--- config.mk ---
export PLATFORM = sky130hd
export DESIGN_NAME = spherical_uv_generator
export DESIGN_NICKNAME = d
export VERILOG_FILES = /design/src/sv/sug_pkg.sv /design/src/sv/sug_cordic.sv /design/src/sv/sug_isqrt.sv /design/src/sv/spherical_uv_generator.sv
export SDC_FILE = /design/constraint.sdc
export NUM_CORES = 2
export LEC_CHECK = 0
export ABC_AREA = 1
export BUFFER_PORTS_ARGS = -buffer_cell sky130_fd_sc_hd__buf_2
export CORE_AREA = 5 5 363 454
export DETAILED_ROUTE_END_ITERATION = 10
export DIE_AREA = 0 0 368 459
export GPL_TIMING_DRIVEN = 0
export HOLD_SLACK_MARGIN = 0.12
export MAX_ROUTING_LAYER = met4
export PLACE_DENSITY = 0.8
export SLEW_MARGIN = 5
export SYNTH_ARGS = -nofsm -noshare
export SYNTH_HDL_FRONTEND = slang
export SYNTH_HIERARCHICAL = 1
export SYNTH_SLANG_ARGS = --single-unit
--- constraint.sdc ---
create_clock -name clk_i -period 9.8 [get_ports clk_i]
set_clock_uncertainty 0.1 [all_clocks]
set_input_delay 0 -clock clk_i [delete_from_list [all_inputs] [get_ports clk_i]]
set_output_delay 0 -clock clk_i [all_outputs]
set_load 0.01 [all_outputs]
--- src/sv/sug_pkg.sv ---
`timescale 1ns / 1ps
// shared types, constants and the arctangent table for the spherical uv generator
// no dependencies

package sug_pkg;

  localparam int unsigned CoordFracBits    = 16;
  localparam int unsigned CordicIterations = 16;
  localparam int unsigned AtanTabLen       = 24;
  localparam int unsigned AtanIdxW         = $clog2(AtanTabLen);
  localparam int unsigned AtanValW         = 30;
  localparam int unsigned TolW             = 16;
  localparam int unsigned CoordW           = 32;
  // cordic vector and angle widths, angles in 2^-32 turn
  localparam int unsigned VecW             = 36;
  localparam int unsigned AngW             = 35;

  localparam logic signed [AngW-1:0] HalfTurn    = {{(AngW-32){1'b0}}, 32'h8000_0000};
  localparam logic signed [AngW-1:0] QuarterTurn = {{(AngW-31){1'b0}}, 31'h4000_0000};

  typedef enum logic {
    ActScan    = 1'b0,
    ActConvert = 1'b1
  } sug_action_e;

  typedef struct packed {
    sug_action_e              action;
    logic                     first_vertex;
    logic signed [CoordW-1:0] pos_x;
    logic signed [CoordW-1:0] pos_y;
    logic signed [CoordW-1:0] pos_z;
    logic signed [CoordW-1:0] tex_u;
    logic signed [CoordW-1:0] tex_v;
  } sug_in_t;

  typedef struct packed {
    logic signed [CoordW-1:0] uv_u;
    logic signed [CoordW-1:0] uv_v;
    logic                     all_zero;
    logic                     generated;
  } sug_out_t;

  // atan(2^-i) in 2^-32 turn
  function automatic logic [AtanValW-1:0] sug_atan(input logic [AtanIdxW-1:0] idx);
    logic [AtanValW-1:0] val;
    unique case (idx)
      5'd0:    val = 30'd536870912;
      5'd1:    val = 30'd316933406;
      5'd2:    val = 30'd167458907;
      5'd3:    val = 30'd85004756;
      5'd4:    val = 30'd42667331;
      5'd5:    val = 30'd21354465;
      5'd6:    val = 30'd10679838;
      5'd7:    val = 30'd5340245;
      5'd8:    val = 30'd2670163;
      5'd9:    val = 30'd1335087;
      5'd10:   val = 30'd667544;
      5'd11:   val = 30'd333772;
      5'd12:   val = 30'd166886;
      5'd13:   val = 30'd83443;
      5'd14:   val = 30'd41722;
      5'd15:   val = 30'd20861;
      5'd16:   val = 30'd10430;
      5'd17:   val = 30'd5215;
      5'd18:   val = 30'd2608;
      5'd19:   val = 30'd1304;
      5'd20:   val = 30'd652;
      5'd21:   val = 30'd326;
      5'd22:   val = 30'd163;
      5'd23:   val = 30'd81;
      default: val = '0;
    endcase
    return val;
  endfunction

endpackage

--- src/sv/sug_cordic.sv ---
`timescale 1ns / 1ps
// iterative vectoring cordic: angle of vector (a, b), one micro-rotation per cycle
// depends on sug_pkg

module sug_cordic #(
  parameter int unsigned CordicIterations = sug_pkg::CordicIterations
) (
  input  logic                             clk_i,
  input  logic                             rst_ni,
  input  logic                             start_i,
  input  logic signed [sug_pkg::VecW-1:0]  a_i,
  input  logic signed [sug_pkg::VecW-1:0]  b_i,
  output logic                             done_o,
  output logic signed [sug_pkg::AngW-1:0]  angle_o
);
  import sug_pkg::*;

  localparam int unsigned NumSteps = (CordicIterations > AtanTabLen) ? AtanTabLen
                                                                     : CordicIterations;
  localparam int unsigned CntW = $clog2(NumSteps);

  typedef enum logic [1:0] {
    CorIdle = 2'b01,
    CorRun  = 2'b10
  } cor_state_e;

  cor_state_e               state_q, state_d;
  logic [CntW-1:0]          cnt_q, cnt_d;
  logic                     done_q, done_d;
  logic signed [VecW-1:0]   a_q, a_d, b_q, b_d;
  logic signed [AngW-1:0]   ang_q, ang_d;
  logic signed [VecW-1:0]   da, db;
  logic signed [AngW-1:0]   step_ang;

  assign da       = b_q >>> cnt_q;
  assign db       = a_q >>> cnt_q;
  assign step_ang = signed'({{(AngW-AtanValW){1'b0}}, sug_atan(AtanIdxW'(cnt_q))});

  always_comb begin
    state_d = state_q;
    cnt_d   = cnt_q;
    done_d  = 1'b0;
    a_d     = a_q;
    b_d     = b_q;
    ang_d   = ang_q;
    unique case (state_q)
      CorIdle: begin
        if (start_i) begin
          if (a_i == '0) begin
            // vertical vector or zero vector
            if (b_i > 0) begin
              ang_d = QuarterTurn;
            end else if (b_i < 0) begin
              ang_d = -QuarterTurn;
            end else begin
              ang_d = '0;
            end
            done_d = 1'b1;
          end else if (b_i == '0) begin
            ang_d  = (a_i > 0) ? '0 : HalfTurn;
            done_d = 1'b1;
          end else begin
            // fold the left half plane over
            if (a_i < 0) begin
              ang_d = b_i[VecW-1] ? -HalfTurn : HalfTurn;
              a_d   = -a_i;
              b_d   = -b_i;
            end else begin
              ang_d = '0;
              a_d   = a_i;
              b_d   = b_i;
            end
            cnt_d   = '0;
            state_d = CorRun;
          end
        end
      end
      CorRun: begin
        if (!b_q[VecW-1]) begin
          a_d   = a_q + da;
          b_d   = b_q - db;
          ang_d = ang_q + step_ang;
        end else begin
          a_d   = a_q - da;
          b_d   = b_q + db;
          ang_d = ang_q - step_ang;
        end
        if (cnt_q == CntW'(NumSteps - 1)) begin
          done_d  = 1'b1;
          state_d = CorIdle;
        end else begin
          cnt_d = cnt_q + 1'b1;
        end
      end
      default: state_d = CorIdle;
    endcase
  end

  always_ff @(posedge clk_i or negedge rst_ni) begin
    if (!rst_ni) begin
      state_q <= CorIdle;
      cnt_q   <= '0;
      done_q  <= 1'b0;
    end else begin
      state_q <= state_d;
      cnt_q   <= cnt_d;
      done_q  <= done_d;
    end
  end

  always_ff @(posedge clk_i) begin
    a_q   <= a_d;
    b_q   <= b_d;
    ang_q <= ang_d;
  end

  assign done_o  = done_q;
  assign angle_o = ang_q;

endmodule

--- src/sv/sug_isqrt.sv ---
`timescale 1ns / 1ps
// horizontal radius unit: floor(sqrt(ax^2 + az^2)) with one shared multiplier
// and a restoring square root, one result bit per cycle; depends on sug_pkg

module sug_isqrt (
  input  logic                          clk_i,
  input  logic                          rst_ni,
  input  logic                          start_i,
  input  logic [sug_pkg::CoordW-1:0]    ax_i,
  input  logic [sug_pkg::CoordW-1:0]    az_i,
  output logic                          done_o,
  output logic [sug_pkg::CoordW-1:0]    root_o
);
  import sug_pkg::*;

  localparam int unsigned SqW = 2 * CoordW;

  typedef enum logic [4:0] {
    SqIdle = 5'b00001,
    SqMulX = 5'b00010,
    SqMulZ = 5'b00100,
    SqSum  = 5'b01000,
    SqRoot = 5'b10000
  } sq_state_e;

  sq_state_e          state_q, state_d;
  logic               done_q, done_d;
  logic [CoordW-1:0]  ax_q, ax_d, az_q, az_d;
  logic [SqW-1:0]     prod_q, prod_d, sq_q, sq_d;
  logic [SqW-1:0]     rem_q, rem_d, root_q, root_d, bit_q, bit_d;
  logic [CoordW-1:0]  mul_op;
  logic [SqW-1:0]     mul_res;
  logic [SqW-1:0]     trial;

  assign mul_op  = (state_q == SqMulX) ? ax_q : az_q;
  assign mul_res = mul_op * mul_op;
  assign trial   = root_q + bit_q;

  always_comb begin
    state_d = state_q;
    done_d  = 1'b0;
    ax_d    = ax_q;
    az_d    = az_q;
    prod_d  = prod_q;
    sq_d    = sq_q;
    rem_d   = rem_q;
    root_d  = root_q;
    bit_d   = bit_q;
    unique case (state_q)
      SqIdle: begin
        if (start_i) begin
          ax_d    = ax_i;
          az_d    = az_i;
          state_d = SqMulX;
        end
      end
      SqMulX: begin
        prod_d  = mul_res;
        state_d = SqMulZ;
      end
      SqMulZ: begin
        sq_d    = prod_q;
        prod_d  = mul_res;
        state_d = SqSum;
      end
      SqSum: begin
        rem_d   = sq_q + prod_q;
        root_d  = '0;
        bit_d   = {2'b01, {(SqW-2){1'b0}}};
        state_d = SqRoot;
      end
      SqRoot: begin
        if (rem_q >= trial) begin
          rem_d  = rem_q - trial;
          root_d = (root_q >> 1) + bit_q;
        end else begin
          root_d = root_q >> 1;
        end
        bit_d = bit_q >> 2;
        if (bit_q[0]) begin
          done_d  = 1'b1;
          state_d = SqIdle;
        end
      end
      default: state_d = SqIdle;
    endcase
  end

  always_ff @(posedge clk_i or negedge rst_ni) begin
    if (!rst_ni) begin
      state_q <= SqIdle;
      done_q  <= 1'b0;
    end else begin
      state_q <= state_d;
      done_q  <= done_d;
    end
  end

  always_ff @(posedge clk_i) begin
    ax_q   <= ax_d;
    az_q   <= az_d;
    prod_q <= prod_d;
    sq_q   <= sq_d;
    rem_q  <= rem_d;
    root_q <= root_d;
    bit_q  <= bit_d;
  end

  assign done_o = done_q;
  assign root_o = root_q[CoordW-1:0];

endmodule

--- src/sv/spherical_uv_generator.sv ---
`timescale 1ns / 1ps
// spherical uv generator top: all-zero texcoord scan, sequencer, output register
// depends on sug_pkg, sug_cordic, sug_isqrt
//
//   channel  | direction | handshake                | payload
//   in       | input     | in_valid_i / in_stall_o  | in_item_i  (sug_in_t)
//   out      | output    | out_valid_o / out_stall_i| out_item_o (sug_out_t)
//   cfg      | input     | cfg_we_i                 | cfg_data_i (zero tolerance)
//
// scan items, pass-through items and zero-length positions give their result
// in the cycle after acceptance. a generated uv passes the root, second-angle
// and finish states: the radius square root runs beside the first cordic pass,
// then the cordic is reused for the elevation angle. one item is in flight at a
// time; input is stalled while it computes or while a stalled result is held.
// reset sets the all-zero flag and clears the tolerance.

module spherical_uv_generator #(
  parameter int unsigned CoordFracBits    = sug_pkg::CoordFracBits,
  parameter int unsigned CordicIterations = sug_pkg::CordicIterations
) (
  input  logic                        clk_i,
  input  logic                        rst_ni,
  input  logic                        in_valid_i,
  output logic                        in_stall_o,
  input  sug_pkg::sug_in_t            in_item_i,
  output logic                        out_valid_o,
  input  logic                        out_stall_i,
  output sug_pkg::sug_out_t           out_item_o,
  input  logic                        cfg_we_i,
  input  logic [sug_pkg::TolW-1:0]    cfg_data_i
);
  import sug_pkg::*;

  localparam int unsigned QW = AngW + 3;
  localparam logic signed [QW-1:0] FullTurnQ = {{(QW-33){1'b0}}, 33'h1_0000_0000};

  typedef enum logic [3:0] {
    TopIdle = 4'b0001,
    TopRoot = 4'b0010,
    TopAng2 = 4'b0100,
    TopFin  = 4'b1000
  } top_state_e;

  top_state_e               state_q, state_d;
  logic                     flag_q, flag_d;
  logic [TolW-1:0]          tol_q;
  logic                     out_valid_q, out_valid_d;
  sug_out_t                 out_q, out_d;
  logic signed [CoordW-1:0] y_q, y_d;
  logic signed [AngW-1:0]   a1_q, a1_d, a2_q, a2_d;

  logic                     in_fire;
  logic                     out_free;
  logic                     pos_zero;
  logic                     needs_calc;
  logic                     scan_flag;
  logic [CoordW-1:0]        abs_u, abs_v, abs_x, abs_z;
  logic                     cor_start, cor_done;
  logic signed [VecW-1:0]   cor_a, cor_b;
  logic signed [AngW-1:0]   cor_angle;
  logic                     sq_done;
  logic [CoordW-1:0]        sq_root;
  logic signed [QW-1:0]     q_u, q_v;

  function automatic logic [CoordW-1:0] abs_coord(input logic signed [CoordW-1:0] v);
    return v[CoordW-1] ? CoordW'(~v + 1'b1) : CoordW'(v);
  endfunction

  // clamp to [0, one turn], then round half up to the coordinate grid
  function automatic logic [CoordW-1:0] to_coord(input logic signed [QW-1:0] q);
    logic [32:0] c;
    logic [33:0] s;
    if (q[QW-1]) begin
      c = '0;
    end else if (q > FullTurnQ) begin
      c = 33'h1_0000_0000;
    end else begin
      c = q[32:0];
    end
    s = {1'b0, c} + (34'd1 << (31 - CoordFracBits));
    return CoordW'(s >> (32 - CoordFracBits));
  endfunction

  assign out_free   = !out_valid_q || !out_stall_i;
  assign in_stall_o = (state_q != TopIdle) || !out_free;
  assign in_fire    = in_valid_i && !in_stall_o;

  assign abs_u = abs_coord(in_item_i.tex_u);
  assign abs_v = abs_coord(in_item_i.tex_v);
  assign abs_x = abs_coord(in_item_i.pos_x);
  assign abs_z = abs_coord(in_item_i.pos_z);

  assign scan_flag = (flag_q || in_item_i.first_vertex)
                     && !(abs_u > CoordW'(tol_q)) && !(abs_v > CoordW'(tol_q));
  assign pos_zero  = (in_item_i.pos_x == '0) && (in_item_i.pos_y == '0)
                     && (in_item_i.pos_z == '0);
  assign needs_calc = (in_item_i.action == ActConvert) && flag_q && !pos_zero;

  // cordic first takes azimuth (x, z), later elevation (radius, y)
  assign cor_start = (in_fire && needs_calc) || ((state_q == TopRoot) && sq_done);
  assign cor_a = (state_q == TopIdle) ? VecW'(in_item_i.pos_x)
                                      : signed'({{(VecW-CoordW){1'b0}}, sq_root});
  assign cor_b = (state_q == TopIdle) ? VecW'(in_item_i.pos_z) : VecW'(y_q);

  sug_cordic #(
    .CordicIterations(CordicIterations)
  ) u_cordic (
    .clk_i   (clk_i),
    .rst_ni  (rst_ni),
    .start_i (cor_start),
    .a_i     (cor_a),
    .b_i     (cor_b),
    .done_o  (cor_done),
    .angle_o (cor_angle)
  );

  sug_isqrt u_isqrt (
    .clk_i   (clk_i),
    .rst_ni  (rst_ni),
    .start_i (in_fire && needs_calc),
    .ax_i    (abs_x),
    .az_i    (abs_z),
    .done_o  (sq_done),
    .root_o  (sq_root)
  );

  assign q_u = QW'(HalfTurn) + QW'(a1_q);
  assign q_v = QW'(HalfTurn) - (QW'(a2_q) <<< 1);

  always_comb begin
    state_d     = state_q;
    flag_d      = flag_q;
    out_valid_d = out_valid_q && out_stall_i;
    out_d       = out_q;
    y_d         = y_q;
    a1_d        = a1_q;
    a2_d        = a2_q;
    unique case (state_q)
      TopIdle: begin
        if (in_fire) begin
          y_d = in_item_i.pos_y;
          if (in_item_i.action == ActScan) begin
            flag_d          = scan_flag;
            out_d.uv_u      = '0;
            out_d.uv_v      = '0;
            out_d.all_zero  = scan_flag;
            out_d.generated = 1'b0;
            out_valid_d     = 1'b1;
          end else if (!flag_q) begin
            out_d.uv_u      = in_item_i.tex_u;
            out_d.uv_v      = in_item_i.tex_v;
            out_d.all_zero  = flag_q;
            out_d.generated = 1'b0;
            out_valid_d     = 1'b1;
          end else if (pos_zero) begin
            out_d.uv_u      = signed'(CoordW'(1) << (CoordFracBits - 1));
            out_d.uv_v      = '0;
            out_d.all_zero  = flag_q;
            out_d.generated = 1'b1;
            out_valid_d     = 1'b1;
          end else begin
            state_d = TopRoot;
          end
        end
      end
      TopRoot: begin
        // azimuth finishes well before the radius
        if (cor_done) begin
          a1_d = cor_angle;
        end
        if (sq_done) begin
          state_d = TopAng2;
        end
      end
      TopAng2: begin
        if (cor_done) begin
          a2_d    = cor_angle;
          state_d = TopFin;
        end
      end
      TopFin: begin
        out_d.uv_u      = signed'(to_coord(q_u));
        out_d.uv_v      = signed'(to_coord(q_v));
        out_d.all_zero  = flag_q;
        out_d.generated = 1'b1;
        out_valid_d     = 1'b1;
        state_d         = TopIdle;
      end
      default: state_d = TopIdle;
    endcase
  end

  always_ff @(posedge clk_i or negedge rst_ni) begin
    if (!rst_ni) begin
      state_q     <= TopIdle;
      flag_q      <= 1'b1;
      tol_q       <= '0;
      out_valid_q <= 1'b0;
    end else begin
      state_q     <= state_d;
      flag_q      <= flag_d;
      out_valid_q <= out_valid_d;
      if (cfg_we_i) begin
        tol_q <= cfg_data_i;
      end
    end
  end

  always_ff @(posedge clk_i) begin
    out_q <= out_d;
    y_q   <= y_d;
    a1_q  <= a1_d;
    a2_q  <= a2_d;
  end

  assign out_valid_o = out_valid_q;
  assign out_item_o  = out_q;

endmodule
==> reports/metrics.csv <==
stage;metric;value;unit
detailed_routing;wl;422000;um
synthesis;syn_inst;13662;
critical_path;r2r_setup_slack;-0.11;ns
critical_path;r2r_end;u_isqrt/prod_q[63];
flow_run;maxCapViolations;3;
floorplanning;core;160000;um2
detailed_routing;via_count;99322;
sta;fin_crit_sh;1.01;
synthesis;ys_seq_area_frac;0.206;
global_routing;grt_max_degree;67;
critical_path;worstPathRequired;10.17;ns
clock_tree;clk_pin_slew_worst_paths;0.07;ns
critical_path;cp-start-kind;flop;
sta;fin_crit;9.91;ns
synthesis;synth.distinct_cells;75;
sta;slew_headroom;-0.0637;
floorplanning;start_util;0.597;
outcome;violations;capacitance limit, slew limit, setup timing;
layout;drive_gt1_frac;0.0654;
place;placed_area;99600;um2
detailed_routing;drt_iter0_markers;10889;
detailed_routing;via_per_inst;5.99;
critical_path;reg2reg_depth;29;
layout;nets;15993;
clock_tree;cts_root_buf;clkbuf_16;
clock_tree;clk_path_buf_depth;3;
global_routing;grt_pass1_vias;98439;
critical_path;crit_arrival;10.28;ns
synthesis;synthArstFlopShare;0.0530;
synthesis;synth_top_area_cell;edfxtp_1;
sta;drv_slew;14;
global_routing;overflow;0;
synthesis;ys_ff_latch;660;
clock_tree;cts_tree;yes;
global_routing;antenna_found_initial;56;
place;portBuffers;248;
clock_tree;cts.sink_count;660;
sta;setup_ws;-0.111;ns
sta;finalSetupViolCount;3;
floorplanning;die_w;368;um
detailed_routing;ant_nets;0;
sta;fmax;101;MHz
hold_path;hold_class;input pin to flop;
detailed_routing;wl_per_cell;25.4;um
detailed_routing;drc;0;
place;dp_hpwl;339000;um
outcome;outcome;finished, violations left;
sta;hold_violations;0;
critical_path;crit_path_end;u_isqrt/prod_q[63];
floorplanning;fp-row-count;164;
synthesis;synthTopCellsByArea;edfxtp_1 (20%), fa_1 (17%), nand2_1 (14%), inv_1 (10%), ha_1 (8.4%);
detailed_routing;first_pass_iters;9;
critical_path;cp_slowest_cell;fa_1;
critical_path;crit_top_cell;fa_1;
sta;rsz0062_at_grt;yes;
critical_path;crit_fanout;10;
synthesis;syn_area;95300;um2
layout;syn2layout_area_growth;11.4;%
floorplanning;die_h;459;um
synthesis;syn_nets;15280;
critical_path;crit_start;u_isqrt/state_q[3];
floorplanning;io-pin-count;251;
critical_path;critPathCaptureType;flop;
floorplanning;die-area;169000;um2
critical_path;critical_path_class;flop to flop;
critical_path;cpPeakStageDelay;0.83;ns
synthesis;ys.flop_type;edfxtp_1;
clock_tree;cts.htree.levels;3;
critical_path;rr_startpoint;u_isqrt/state_q[3];
global_routing;grt_first_pass_wirelength;614000;um
clock_tree;insertion_delay;0.75;ns
clock_tree;cts_buffers;78;
synthesis;synth_edf_count;625;
synthesis;yosysTopAreaCellShare;0.197;
synthesis;syn_area_per_cell;6.98;um2
global_routing;grt_usage;0.507;
place;gp_congestion;1.19;
layout;finalInstanceArea;106000;um2
sta;worst_pin_slew;1.60;ns
synthesis;ys_warn_count;6;
[worst max-delay path: cells and delay by family, from the launching register on]
kind,cells,cell delay [ns]
adders and majority gates,9,4.96
buffers and inverters,7,1.65
AOI/OAI and AO/OA,6,1.46
and+or+nand+nor,7,0.94
DFF,1,0.44
[layout make-up]
| type | instances | area, um2 |
|---|---|---|
| multi-input combinational | 10059 | 64200 |
| fill | 14258 | 53500 |
| sequential | 660 | 19600 |
| inverter | 2615 | 9830 |
| timing repair buffer | 634 | 5210 |
| tap | 2075 | 2600 |
| clock buffer | 90 | 2060 |
| buffer | 327 | 1850 |
| clock inverter | 54 | 583 |
| antenna | 60 | 150 |
[sequential cells by signal (all words and copies together), names as in the netlist, 36 cells and up]
| name | flops |
|---|---|
| u_isqrt/sq_q | 63 |
| u_isqrt/prod_q | 63 |
| u_isqrt/rem_q | 64 |
| u_cordic/b_q | 36 |
| u_isqrt/root_q | 64 |
| u_cordic/a_q | 36 |
| out_item_o | 66 |
[metal layers]
metal,vias to the layer above,GRT usage,routed length [um]
li1,44505,-,-
met1,45786,0.507,132000
met2,6444,0.783,186000
met3,2587,0.156,47600
met4,0,0.487,55500
met5,-,-,0
[layout by cell type, fill, tap and decap left out, drive strengths merged, types with 29 or more instances in the layout]
cell	n
edfxtp	625
nor2	1788
inv	2626
nand3	890
dlygate4sd3	341
nand2	3511
o21bai	67
nand4	144
diode	60
buf	491
clkbuf	219
ha	639
fa	796
a21o	39
clkinv	29
xnor2	95
xor2	294
o21ai	667
nand3b	66
o21a	34
dfrtp	31
nor4	52
a21oi	636
nor3	154
[cell families (layout without fill, tap and decap cells)]
group           after synthesis  after routing  synth area share
simple gates               6658           6658             0.293
buf+inv                    2943           3720             0.122
compound gates             1576           1576            0.0920
fa+ha+maj                  1435           1435             0.251
flops                       660            660             0.206
xor+xnor                    389            389            0.0358
mux                           1              1          0.000118
other cells                   0             60                 0
[how the worst min path moves through the flow]
stage	start	end	cells after the start
2_1_floorplan	rst_ni	out_valid_o	0
4_1_cts	in_item_i[17]	out_item_o[19]	4
3_5_place_dp	in_item_i[118]	y_q[22]	1
6_report	in_item_i[28]	out_item_o[30]	4
5_1_grt	in_item_i[28]	out_item_o[30]	4
3_3_place_gp	in_item_i[114]	y_q[18]	1
[timing repair]
item | CTS | global route
resized for setup | 13 | 72
buffers inserted | 0 | 20
setup endpoints to repair | 24 | 40
hold endpoints to repair | 279 | 0
pin swaps | 0 | 10
hold buffers | 342 | 0
[Yosys cell counts (95+ instances only)]
| library cell | n |
|---|---|
| nand4_1 | 135 |
| ha_1 | 639 |
| inv_1 | 2558 |
| nor2_1 | 1722 |
| fa_1 | 796 |
| edfxtp_1 | 625 |
| nand3_1 | 854 |
| nor3_1 | 145 |
| buf_2 | 109 |
| a21oi_1 | 632 |
| o21ai_0 | 592 |
| xnor2_1 | 95 |
| xor2_1 | 293 |
| clkbuf_1 | 123 |
| nand2_1 | 3464 |
[per-stage QoR]
stage	setup TNS [ns]	worst slack, ns	hold slack [ns]	instances	util
2_1_floorplan	0	0.294	-0.396	13662	-
3_3_place_gp	-493.64	-5.51	0.0884	15985	0.621
3_5_place_dp	-1.49	-0.258	0.0908	16007	0.624
4_1_cts	0	0.00844	0.127	16492	0.662
5_1_grt	-0.00324	-0.00324	0.151	16565	0.665
6_report	-0.188	-0.111	0.138	16574	0.665
Power is not shown: default switching activity piles up to over one toggle a cycle in this logic, so the estimate is an artifact.
